## src/design/rbst_pkg.sv

```systemverilog
// Package for the ray/box slab test: payload structs and float compare helpers.
// No dependencies.
package rbst_pkg;

  localparam logic [31:0] CANON_NAN = 32'h7FC0_0000;
  localparam int NUM_REGS = 8;

  localparam logic [2:0] REG_ORIGIN_X  = 3'd0;
  localparam logic [2:0] REG_INV_DIR_X = 3'd3;
  localparam logic [2:0] REG_T_MIN     = 3'd6;
  localparam logic [2:0] REG_T_MAX     = 3'd7;

  typedef struct packed {
    logic [31:0] box_min_x;
    logic [31:0] box_min_y;
    logic [31:0] box_min_z;
    logic [31:0] box_max_x;
    logic [31:0] box_max_y;
    logic [31:0] box_max_z;
  } box_t;

  typedef struct packed {
    logic        hit;
    logic [31:0] entry_distance;
  } result_t;

  function automatic logic is_nan(input logic [31:0] a);
    return (a[30:23] == 8'hFF) && (a[22:0] != 23'd0);
  endfunction

  function automatic logic is_zero(input logic [31:0] a);
    return a[30:0] == 31'd0;
  endfunction

  // a < b, false when either is NaN
  function automatic logic flt_lt(input logic [31:0] a, input logic [31:0] b);
    logic r;
    if (is_nan(a) || is_nan(b) || (is_zero(a) && is_zero(b))) begin
      r = 1'b0;
    end else if (a[31] != b[31]) begin
      r = a[31];
    end else if (!a[31]) begin
      r = a[30:0] < b[30:0];
    end else begin
      r = a[30:0] > b[30:0];
    end
    return r;
  endfunction

  function automatic logic flt_le(input logic [31:0] a, input logic [31:0] b);
    logic eq;
    eq = !is_nan(a) && !is_nan(b) && ((a == b) || (is_zero(a) && is_zero(b)));
    return eq || flt_lt(a, b);
  endfunction

  // compares below zero: -0 and NaN excluded
  function automatic logic flt_neg(input logic [31:0] a);
    return a[31] && !is_zero(a) && !is_nan(a);
  endfunction

endpackage

```

## src/design/rbst_fmul.sv

```systemverilog
// Two-stage single precision multiplier, round to nearest even, subnormals kept.
// Uses rbst_pkg for NaN and zero detection.
module rbst_fmul (
  input  logic        clk_i,
  input  logic [31:0] a_i,
  input  logic [31:0] b_i,
  output logic [31:0] y_o
);

  function automatic logic [5:0] lzc48(input logic [47:0] v);
    logic [5:0] n;
    n = 6'd48;
    for (int i = 0; i < 48; i++) begin
      if (v[i]) n = 6'(47 - i);
    end
    return n;
  endfunction

  // stage A: specials and mantissa product
  logic        inf_a, inf_b, spec_d, spec_q, sgn_d, sgn_q;
  logic [31:0] specv_d, specv_q;
  logic [23:0] ma, mb;
  logic [7:0]  xa, xb;
  logic [47:0] prod_q;
  logic [8:0]  esum_q;

  always_comb begin
    sgn_d = a_i[31] ^ b_i[31];
    inf_a = (a_i[30:23] == 8'hFF) && (a_i[22:0] == 23'd0);
    inf_b = (b_i[30:23] == 8'hFF) && (b_i[22:0] == 23'd0);
    spec_d  = 1'b1;
    specv_d = rbst_pkg::CANON_NAN;
    if (rbst_pkg::is_nan(a_i) || rbst_pkg::is_nan(b_i)) begin
      specv_d = rbst_pkg::CANON_NAN;
    end else if ((inf_a && rbst_pkg::is_zero(b_i)) || (inf_b && rbst_pkg::is_zero(a_i))) begin
      specv_d = rbst_pkg::CANON_NAN;
    end else if (inf_a || inf_b) begin
      specv_d = {sgn_d, 8'hFF, 23'd0};
    end else if (rbst_pkg::is_zero(a_i) || rbst_pkg::is_zero(b_i)) begin
      specv_d = {sgn_d, 31'd0};
    end else begin
      spec_d = 1'b0;
    end
    ma = {a_i[30:23] != 8'd0, a_i[22:0]};
    mb = {b_i[30:23] != 8'd0, b_i[22:0]};
    xa = (a_i[30:23] == 8'd0) ? 8'd1 : a_i[30:23];
    xb = (b_i[30:23] == 8'd0) ? 8'd1 : b_i[30:23];
  end

  always_ff @(posedge clk_i) begin
    spec_q  <= spec_d;
    specv_q <= specv_d;
    sgn_q   <= sgn_d;
    prod_q  <= ma * mb;
    esum_q  <= {1'b0, xa} + {1'b0, xb};
  end

  // stage B: normalize (with underflow shift) and round
  logic [5:0]         lz;
  logic signed [11:0] e, t;
  logic [5:0]         rs;
  logic [95:0]        wide;
  logic [47:0]        nrm;
  logic [7:0]         ef;
  logic               rnd;
  logic [30:0]        packed_v;
  logic [31:0]        y_d;

  always_comb begin
    lz   = lzc48(prod_q);
    e    = $signed({3'b000, esum_q}) - 12'sd126 - $signed({6'd0, lz});
    t    = $signed({6'd0, lz}) + e - 12'sd1;
    rs   = 6'd0;
    wide = 96'd0;
    if (e >= 12'sd1) begin
      nrm = prod_q << lz;
    end else if (t >= 12'sd0) begin
      nrm = prod_q << t[5:0];
    end else begin
      rs   = (t < -12'sd48) ? 6'd48 : 6'(-t);
      wide = {prod_q, 48'd0} >> rs;
      nrm  = {wide[95:49], wide[48] | (|wide[47:0])};
    end
    ef  = nrm[47] ? e[7:0] : 8'd0;
    rnd = nrm[23] & ((|nrm[22:0]) | nrm[24]);
    packed_v = {ef, nrm[46:24]} + {30'd0, rnd};
    if (spec_q) begin
      y_d = specv_q;
    end else if (e >= 12'sd255) begin
      y_d = {sgn_q, 8'hFF, 23'd0};
    end else begin
      y_d = {sgn_q, packed_v};
    end
  end

  always_ff @(posedge clk_i) begin
    y_o <= y_d;
  end

endmodule

```

## config.mk

```make
export PLATFORM = sky130hd
export DESIGN_NAME = rbst_fmul
export DESIGN_NICKNAME = d
export VERILOG_FILES = /design/src/design/rbst_pkg.sv /design/src/design/rbst_fmul.sv
export SDC_FILE = /design/constraint.sdc
export NUM_CORES = 2
export LEC_CHECK = 0
export ABC_AREA = 1
export BUFFER_PORTS_ARGS = -buffer_cell sky130_fd_sc_hd__buf_2
export CAP_MARGIN = 20
export CORE_AREA = 2 2 272 274
export CTS_CLUSTER_SIZE = 20
export DETAILED_ROUTE_END_ITERATION = 10
export DIE_AREA = 0 0 274 276
export PLACE_DENSITY = 0.72
export SLEW_MARGIN = 20
export SYNTH_ARGS = -nofsm -noshare
export SYNTH_HDL_FRONTEND = slang
export SYNTH_SLANG_ARGS = --single-unit
export TNS_END_PERCENT = 50
```

## constraint.sdc

```tcl
create_clock -name clk_i -period 10.35 [get_ports clk_i]
set_input_delay 1.5525 -clock clk_i [delete_from_list [all_inputs] [get_ports clk_i]]
set_output_delay 1.5525 -clock clk_i [all_outputs]
set_load 0.01 [all_outputs]
```

==> impl_metrics.json <==
{
  "hpwl_mm": 88.4,
  "port-buffer-count": 96,
  "gp_congestion": 1.03,
  "worstPathRequired_ns": 10.65,
  "synth_fp_nets": 5690,
  "skew_ns": 0.00816,
  "drt-wirelength-per-cell_um": 18.9,
  "gr-total-overflow": 0,
  "path_common_cell": "fa_1",
  "tritoncts": "yes",
  "synth_edf_count": 0,
  "vias_per_cell": 5.51,
  "mostFrequentLayoutCells": "1560 x nand2_1, 901 x inv_1, 485 x fa_1",
  "period_needed_ns": 9.48,
  "syn_to_final_growth_pct": 4.75,
  "synth.area.top_cells": "fa_1 30%, nand2_1 18%, inv_1 10%",
  "antenna_found_initial": 0,
  "syn_avg_cell_area_um2": 6.59,
  "grt_pass1_vias": 31500,
  "htreeDepth": 3,
  "drv_cap": 0,
  "cts_hold_buf": 0,
  "root_buffer": "clkbuf_16",
  "hold_violations": 0,
  "num_vias": 32000,
  "path_max_fanout": 4,
  "cp.arrival_ns": 9.78,
  "numCtsBuffers": 9,
  "yosys_warnings": 0,
  "synth_top_area_frac": 0.298,
  "synthFlopType": "dfxtp_1",
  "drtIter0Drc": 3720,
  "setup_tns_ns": 0,
  "nets": 5593,
  "cp-start-kind": "input pin",
  "run_status": "complete, no violations",
  "worst_path_largest_cell_delay_ns": 0.65,
  "start_util": 0.448,
  "ant_nets": 0,
  "ys_ff_latch": 94,
  "final_common_cell": "nand2_1",
  "die_area_um2": 75600,
  "hold_path.class": "reg -> reg",
  "netlist-cell-type-count": 63,
  "grt_start_max_net_pins": 93,
  "cts_sinks": 94,
  "end_kind": "flip-flop",
  "first_pass_iters": 6,
  "clk_pin_slew_worst_paths_ns": 0.07,
  "chipHeight_um": 276,
  "critPathKind": "in -> reg",
  "synth_area_um2": 32500,
  "setup_viol_count_final": 0,
  "grt_pass1_wl_mm": 174,
  "io_pins": 97,
  "syn-instance-count": 4934,
  "slew_viol_final": 0,
  "final_util": 0.469,
  "grt_setup_unrepaired": "false",
  "row_count": 99,
  "hold_ws_ns": 0.419,
  "path_delay_family": "adder cells",
  "yosysSeqAreaShare": 0.0578,
  "fmax_mhz": 105,
  "core_area_um2": 72600,
  "yosysTopAreaCell": "fa_1",
  "worstMarginPinSlew_ns": 1.07,
  "crit_buf_inv": 5,
  "drive_gt1_frac": 0.0611,
  "die_w_um": 274,
  "finalCritPeriodShare": 0.916,
  "synthArstFlopShare": 0,
  "slew_headroom": 0.284,
  "clkLatencyLatePin_ns": 0.40,
  "drc": 0,
  "clk_path_buf_depth": 2,
  "grt_use_total": 0.292,
  "drt-total-wl_mm": 110,
  "critPathSlowestCell": "nor2_1"
}
-- synthesized netlist by cell type (6+ instances only) --
| master | instances |
|---|---|
| buf_2 | 47 |
| o21ai_0 | 272 |
| nor3_1 | 21 |
| fa_1 | 485 |
| or2_2 | 9 |
| nor2_2 | 6 |
| clkinv_1 | 7 |
| and2_1 | 6 |
| inv_1 | 901 |
| nand2_2 | 9 |
| nand2_1 | 1561 |
| a221oi_1 | 7 |
| ha_1 | 206 |
| nand3_1 | 269 |
| dfxtp_1 | 94 |
| o211ai_1 | 17 |
| nand4_1 | 90 |
| a31oi_1 | 14 |
| nor2_1 | 214 |
| o22ai_1 | 13 |
| o21bai_1 | 7 |
| nor3_2 | 10 |
| buf_1 | 19 |
| xor2_1 | 49 |
| o21ai_1 | 56 |
| mux2i_1 | 64 |
| inv_2 | 16 |
| a21oi_1 | 120 |
| xnor2_1 | 19 |
| o221ai_1 | 7 |
| nor4_1 | 13 |
| clkbuf_1 | 226 |
-- sequential cells by signal, summed over array words and instances (netlist names) --
register and count:
sgn_q 1, esum_q 9, y_o 32, specv_q 3, spec_q 1, prod_q 48
-- cell families (layout without fill, tap and decap cells) --
group,Yosys count,in the layout,synth area share
AND/OR/NAND/NOR,2233,2234,0.286
AO/OA/AOI/OAI,558,558,0.0950
buffers and inverters,1225,1132,0.145
flip-flops,94,94,0.0578
adder cells (fa/ha/maj),691,691,0.378
XOR/XNOR,69,69,0.0188
other,0,1,0
multiplexers,64,64,0.0197
-- layer usage --
metal	vias to the layer above	wire, um	global-route usage
met3	310	10400	0.0505
met2	1644	48800	0.462
li1	14900	-	-
met1	15100	44900	0.391
met4	0	5620	0.132
met5	-	0	0
-- worst reg2reg max path: cells and delay by family (launching register included) --
family                   cells  cell delay (ns)
XOR/XNOR                     2             0.42
buffers and inverters        8             0.83
AND/OR/NAND/NOR             67             5.41
AO/OA/AOI/OAI                6             1.08
adder cells (fa/ha/maj)      4             1.13
flip-flops                   1             0.35
-- layout make-up --
class                      instances  area, um2
fill                            7616      38500
multi-input combinational       3616      26000
inverter                         924       3470
sequential                        94       1880
timing repair buffer             192       1200
tap                              959       1200
clock buffer                       9        225
clock inverter                     7       77.6
antenna                            1       2.50
-- through the flow --
stage                     instances  setup slack [ns]  area [um2]
after floorplan                4934              1.24       32500
after global placement         5777             0.428       33700
after detailed placement       5777             0.367       33700
after CTS                      5793             0.772       34000
after global routing           5801           0.00794       34100
final                          5802             0.867       34100
-- final timing paths --
path	slack (ns)	to	cells past startpoint	from
max reg2reg	1.02	y_o[29]	87	prod_q[1]
min reg2reg	0.42	y_o[31]	2	sgn_q
max	0.87	prod_q[46]	40	b_i[27]
min	0.42	y_o[31]	2	sgn_q
-- timing repair --
action / in CTS / in global routing
setup buffers: 0 / 7
gates resized for setup: 0 / 7
setup endpoints to repair: 0 / 28
Power is not shown: default switching activity piles up to over one toggle a cycle in this logic, so the estimate is an artifact.
