**src/design/rbst_pkg.sv**
```systemverilog
// Package for the ray/box slab test: payload structs and float compare helpers.
// No dependencies.
package rbst_pkg;

  localparam logic [31:0] CANON_NAN = 32'h7FC0_0000;
  localparam int NUM_REGS = 8;

  localparam logic [2:0] REG_ORIGIN_X  = 3'd0;
  localparam logic [2:0] REG_INV_DIR_X = 3'd3;
  localparam logic [2:0] REG_T_MIN     = 3'd6;
  localparam logic [2:0] REG_T_MAX     = 3'd7;

  typedef struct packed {
    logic [31:0] box_min_x;
    logic [31:0] box_min_y;
    logic [31:0] box_min_z;
    logic [31:0] box_max_x;
    logic [31:0] box_max_y;
    logic [31:0] box_max_z;
  } box_t;

  typedef struct packed {
    logic        hit;
    logic [31:0] entry_distance;
  } result_t;

  function automatic logic is_nan(input logic [31:0] a);
    return (a[30:23] == 8'hFF) && (a[22:0] != 23'd0);
  endfunction

  function automatic logic is_zero(input logic [31:0] a);
    return a[30:0] == 31'd0;
  endfunction

  // a < b, false when either is NaN
  function automatic logic flt_lt(input logic [31:0] a, input logic [31:0] b);
    logic r;
    if (is_nan(a) || is_nan(b) || (is_zero(a) && is_zero(b))) begin
      r = 1'b0;
    end else if (a[31] != b[31]) begin
      r = a[31];
    end else if (!a[31]) begin
      r = a[30:0] < b[30:0];
    end else begin
      r = a[30:0] > b[30:0];
    end
    return r;
  endfunction

  function automatic logic flt_le(input logic [31:0] a, input logic [31:0] b);
    logic eq;
    eq = !is_nan(a) && !is_nan(b) && ((a == b) || (is_zero(a) && is_zero(b)));
    return eq || flt_lt(a, b);
  endfunction

  // compares below zero: -0 and NaN excluded
  function automatic logic flt_neg(input logic [31:0] a);
    return a[31] && !is_zero(a) && !is_nan(a);
  endfunction

endpackage

```
**src/design/rbst_fsub.sv**
```systemverilog
// Two-stage single precision subtractor y = a - b, round to nearest even.
// Uses rbst_pkg for NaN detection.
module rbst_fsub (
  input  logic        clk_i,
  input  logic [31:0] a_i,
  input  logic [31:0] b_i,
  output logic [31:0] y_o
);

  function automatic logic [4:0] lzc27(input logic [26:0] v);
    logic [4:0] n;
    n = 5'd27;
    for (int i = 0; i < 27; i++) begin
      if (v[i]) n = 5'(26 - i);
    end
    return n;
  endfunction

  // stage A: specials, swap, align, add
  logic        sa, sb, inf_a, inf_b, eff_sub, a_big;
  logic [7:0]  xa, xb, xbig, xsml, dexp;
  logic [23:0] ma, mb, mbig, msml;
  logic        sbig;
  logic [4:0]  dcap;
  logic [53:0] shifted;
  logic [26:0] sml27;
  logic [27:0] sum;
  logic        spec_d, spec_q, zsgn_d, zsgn_q, sgn_q;
  logic [31:0] specv_d, specv_q;
  logic [27:0] sum_q;
  logic [7:0]  x_q;

  always_comb begin
    sa    = a_i[31];
    sb    = ~b_i[31];
    inf_a = (a_i[30:23] == 8'hFF) && (a_i[22:0] == 23'd0);
    inf_b = (b_i[30:23] == 8'hFF) && (b_i[22:0] == 23'd0);
    spec_d  = 1'b1;
    specv_d = rbst_pkg::CANON_NAN;
    if (rbst_pkg::is_nan(a_i) || rbst_pkg::is_nan(b_i)) begin
      specv_d = rbst_pkg::CANON_NAN;
    end else if (inf_a && inf_b) begin
      specv_d = (sa != sb) ? rbst_pkg::CANON_NAN : {sa, 8'hFF, 23'd0};
    end else if (inf_a) begin
      specv_d = {sa, 8'hFF, 23'd0};
    end else if (inf_b) begin
      specv_d = {sb, 8'hFF, 23'd0};
    end else begin
      spec_d = 1'b0;
    end
    ma = {a_i[30:23] != 8'd0, a_i[22:0]};
    mb = {b_i[30:23] != 8'd0, b_i[22:0]};
    xa = (a_i[30:23] == 8'd0) ? 8'd1 : a_i[30:23];
    xb = (b_i[30:23] == 8'd0) ? 8'd1 : b_i[30:23];
    a_big = {xa, ma} >= {xb, mb};
    xbig = a_big ? xa : xb;
    mbig = a_big ? ma : mb;
    sbig = a_big ? sa : sb;
    xsml = a_big ? xb : xa;
    msml = a_big ? mb : ma;
    dexp = xbig - xsml;
    dcap = (dexp > 8'd27) ? 5'd27 : dexp[4:0];
    shifted = {msml, 3'b000, 27'd0} >> dcap;
    sml27 = {shifted[53:28], shifted[27] | (|shifted[26:0])};
    eff_sub = sa ^ sb;
    sum = eff_sub ? ({1'b0, mbig, 3'b000} - {1'b0, sml27})
                  : ({1'b0, mbig, 3'b000} + {1'b0, sml27});
    zsgn_d = eff_sub ? 1'b0 : sbig;
  end

  always_ff @(posedge clk_i) begin
    spec_q  <= spec_d;
    specv_q <= specv_d;
    sum_q   <= sum;
    x_q     <= xbig;
    sgn_q   <= sbig;
    zsgn_q  <= zsgn_d;
  end

  // stage B: normalize and round
  logic [26:0] nrm;
  logic [8:0]  e;
  logic [4:0]  lz, sh;
  logic [7:0]  ef;
  logic        rnd;
  logic [30:0] packed_v;
  logic [31:0] y_d;

  always_comb begin
    lz = lzc27(sum_q[26:0]);
    sh = 5'd0;
    if (sum_q[27]) begin
      nrm = {sum_q[27:2], |sum_q[1:0]};
      e   = {1'b0, x_q} + 9'd1;
    end else begin
      sh  = ({3'b000, lz} < x_q) ? lz : 5'(x_q - 8'd1);
      nrm = sum_q[26:0] << sh;
      e   = {1'b0, x_q} - {4'd0, sh};
    end
    ef  = nrm[26] ? e[7:0] : 8'd0;
    rnd = nrm[2] & (nrm[1] | nrm[0] | nrm[3]);
    packed_v = {ef, nrm[25:3]} + {30'd0, rnd};
    if (spec_q) begin
      y_d = specv_q;
    end else if (sum_q == 28'd0) begin
      y_d = {zsgn_q, 31'd0};
    end else if (e >= 9'd255) begin
      y_d = {sgn_q, 8'hFF, 23'd0};
    end else begin
      y_d = {sgn_q, packed_v};
    end
  end

  always_ff @(posedge clk_i) begin
    y_o <= y_d;
  end

endmodule

```
**config.mk**
```make
export PLATFORM = sky130hd
export DESIGN_NAME = rbst_fsub
export DESIGN_NICKNAME = d
export VERILOG_FILES = /design/src/design/rbst_pkg.sv /design/src/design/rbst_fsub.sv
export SDC_FILE = /design/constraint.sdc
export NUM_CORES = 1
export LEC_CHECK = 0
export BUFFER_PORTS_ARGS = -buffer_cell sky130_fd_sc_hd__buf_2
export CAP_MARGIN = 25
export CELL_PAD_IN_SITES_DETAIL_PLACEMENT = 1
export CELL_PAD_IN_SITES_GLOBAL_PLACEMENT = 2
export CORE_ASPECT_RATIO = 1.1
export CORE_MARGIN = 1.5
export CORE_UTILIZATION = 38
export CTS_CLUSTER_DIAMETER = 200
export DETAILED_ROUTE_END_ITERATION = 10
export PLACE_DENSITY = 0.95
export SETUP_SLACK_MARGIN = 0.2
export SKIP_CTS_REPAIR_TIMING = 1
export SYNTH_ARGS = -nofsm -noshare
export SYNTH_HDL_FRONTEND = slang
export SYNTH_SLANG_ARGS = --single-unit
```
**constraint.sdc**
```tcl
create_clock -name clk_i -period 18.7 [get_ports clk_i]
set_clock_uncertainty 0.2 [all_clocks]
set_input_delay 3.74 -clock clk_i [delete_from_list [all_inputs] [get_ports clk_i]]
set_output_delay 3.74 -clock clk_i [all_outputs]
set_load 0.05 [all_outputs]
```
==> impl_metrics.tcl <==
set metrics [dict create \
    hold_viol 0 \
    reg2reg_depth 28 \
    crit_cells 45 \
    crit_arrival_ns 14.01 \
    start_util 0.387 \
    setup_viol 0 \
    path_buf_inv 5 \
    yosys_register_bits 73 \
    drt-pass1-iter-count 6 \
    cts_inserted_buffers 9 \
    vias_per_cell 6.41 \
    period_share 0.747 \
    core.rowCount 68 \
    die_h_um 191 \
    power.density_mw_per_mm2 128 \
    clkPwrFrac 0.114 \
    comb_power_share 0.721 \
    cp-startpoint "b_i[26]" \
    num_vias 14500 \
    grt_max_degree 63 \
    crit_path_end "sum_q[25]" \
    postSynthCellCount 1812 \
    first_iter_violations 1104 \
    routed_wl_mm 51.6 \
    clkSlewWorstSetupHoldPaths_ns 0.07 \
    synth_edf_count 0 \
    status "finished, final reports clean" \
    final_nets 2002 \
    clock_path_buffers 2 \
    nFillCells 4160 \
    synth-seq-area-share 0.120 \
    fmax_mhz 71.6 \
    die_w_um 174 \
    worst_pin_slew_ns 1.02 \
    port_buffers 96 \
    post_drt_wl_per_cell_um 22.8 \
    top_layer "met4" \
    pin_count 97 \
    drc 0 \
    syn-cell-area_mm2 0.0122 \
    wl_met1_mm 21.0 \
    preCtsSetupSlack_ns 4.53 \
    place_congestion 0.954 \
    gr-usage-all-layers 0.303 \
    timing.final.ws_setup_ns 4.73 \
    finalCriticalPeriod_ns 13.97 \
    core-area_mm2 0.0315 \
    cp_top_family "compound AO/OA/AOI/OAI gates" \
    slowest_delay_ns 0.66 \
    hold_class "reg -> reg" \
    worstHoldStart "specv_q[31]" \
    antenna_found_initial 1 \
    r2r_setup_slack_ns 10.37 \
    peakVddDrop_mv 0.0530 \
    whs_ns 0.249 \
    dp_hpwl_mm 41.2 \
    cp-start-kind "input port" \
    end_kind "flip-flop" \
    p_sw_frac 0.559 \
    async_reset_ff_frac 0 \
    p_int_uw 750 \
    cts_tree "yes" \
    crit_slowest_cell "nand2_1" \
    yosysTopAreaCell "dfxtp_1" \
    antenna_left 0 \
    finalSetupTns_ns 0 \
    die-area_mm2 0.0331 \
    r2r_end "y_o[25]" \
    overflow 0 \
    grt_pass1_vias 14500 \
    drive_gt1_frac 0.106 \
    syn_nets 1978 \
    crit_fanout 51 \
    antenna_cells 0 \
    ys_top_cells_by_area "dfxtp_1 (12%), ha_1 (10%), a21oi_1 (7.5%)" \
    report.final.slew_viol_count 0 \
    r2r-start "sum_q[4]" \
    grt_pass1_wl_mm 80.3 \
    dr_wl_met3_mm 2.40 \
    worst-setup-path-type "in -> reg" \
    cts_sinks 73 \
    p_total_uw 1700 \
    syn_area_per_cell_um2 6.72 \
    rsz0062_at_grt "false" \
    htree_levels 3 \
    p_leak_uw 0.00558 \
    yosys_warnings 0 \
    clockRootBuffer "clkbuf_16" \
    synth_cell_types 101 \
    wl_met2_mm 25.5 \
    synth-main-ff-cell "dfxtp_1" \
    syn_to_final_growth_pct 9.02 \
    max_slew_margin 0.317 \
    crit_required_ns 18.74 \
    max_cap_viol_count 0 \
    synth_top_cell_area_share 0.120 \
    seqPwrFrac 0.166 \
    finish.utilization 0.422 \
    p_switching_uw 951 \
    clock_latency_ns 0.35 \
]
[cell usage after synthesis, types with 20 or more instances]
| cell type | count |
|---|---|
| nor2_1 | 169 |
| o31ai_1 | 22 |
| o211ai_1 | 58 |
| nor3_1 | 43 |
| nand2_1 | 186 |
| clkbuf_1 | 83 |
| nand3_1 | 71 |
| dfxtp_1 | 73 |
| mux2i_1 | 26 |
| o21bai_1 | 35 |
| o21ai_0 | 118 |
| nand4_1 | 38 |
| xor2_1 | 25 |
| and3_1 | 21 |
| a21o_1 | 29 |
| a31oi_1 | 20 |
| a21oi_1 | 183 |
| xnor2_1 | 41 |
| nor4_1 | 24 |
| ha_1 | 99 |
| inv_1 | 113 |
| and2_1 | 22 |
[metal layers]
layer / GRT usage / up-vias
met5: 0 / -
met4: 0.167 / 0
met3: 0.0233 / 176
met2: 0.549 / 594
met1: 0.356 / 6998
li1: - / 6736
[sequential cells by signal, indices dropped and copies added, names as in the netlist]
name / cells
specv_q: 2
sum_q: 28
y_o: 32
zsgn_q: 1
x_q: 8
sgn_q: 1
spec_q: 1
[worst reg2reg max path: cells and delay by family, from the launching register on]
kind / cells / cell delay [ns]
DFF: 1 / 0.41
adders and majority gates: 1 / 0.32
muxes: 1 / 0.30
and+or+nand+nor: 8 / 2.55
buffers and inverters: 4 / 0.95
AOI/OAI and AO/OA: 14 / 3.54
[power groups by stage]
stage | sequential [µW] | combinational [µW] | clock, µW
floorplan | 374 | 782 | 0
global placement | 279 | 1170 | 0
detailed placement | 282 | 1200 | 0
CTS | 279 | 1210 | 193
global route | 287 | 1330 | 201
finish | 282 | 1230 | 193
[cell type report]
cell class,instances,area [µm²],share of cell area
Clock buffer,9,225,0.0170
Clock inverter,7,101,0.00764
Inverter,116,435,0.0328
Multi-Input combinational cell,1509,9810,0.739
Sequential cell,73,1460,0.110
Tap cell,420,526,0.0396
Timing Repair Buffer,127,713,0.0537
[per-stage QoR]
step / std cells / instance area [µm²]
6_report: 2261 / 13300
2_1_floorplan: 1812 / 12200
3_3_place_gp: 2245 / 12900
3_5_place_dp: 2245 / 12900
4_1_cts: 2261 / 13300
5_1_grt: 2261 / 13300
[cell families after synthesis]
| group | after synthesis | synth area share |
|---|---|---|
| xor+xnor | 67 | 0.0488 |
| compound gates | 648 | 0.351 |
| mux | 43 | 0.0445 |
| flops | 73 | 0.120 |
| fa+ha+maj | 101 | 0.105 |
| simple gates | 650 | 0.255 |
| buf+inv | 230 | 0.0747 |
[how the worst min path moves through the flow]
stage	endpoint	depth (start not counted)	slack [ns]
floorplan	y_o[22]	2	0.20
global placement	y_o[31]	2	0.23
detailed placement	y_o[31]	2	0.24
CTS	y_o[31]	2	0.25
global route	y_o[31]	2	0.29
finish	y_o[31]	2	0.25
[cell usage in the layout (no fill, tap or decap), types with 17 or more instances in the layout]
cell      count
dfxtp_1      73
and2_1       22
o21bai_1     35
nand4_1      38
o211ai_1     58
a31oi_1      20
xor2_1       25
buf_2        96
xnor2_1      41
mux2i_1      26
a21oi_1     183
a21o_1       29
inv_1       113
nand3_1      70
nor4_1       24
o31ai_1      22
a211oi_1     17
o21ai_0     118
ha_1         99
nand2_1     186
nor3_1       43
nor2_1      168
and3_1       21
buf_4        31
Power figures use the tool's default switching activity.
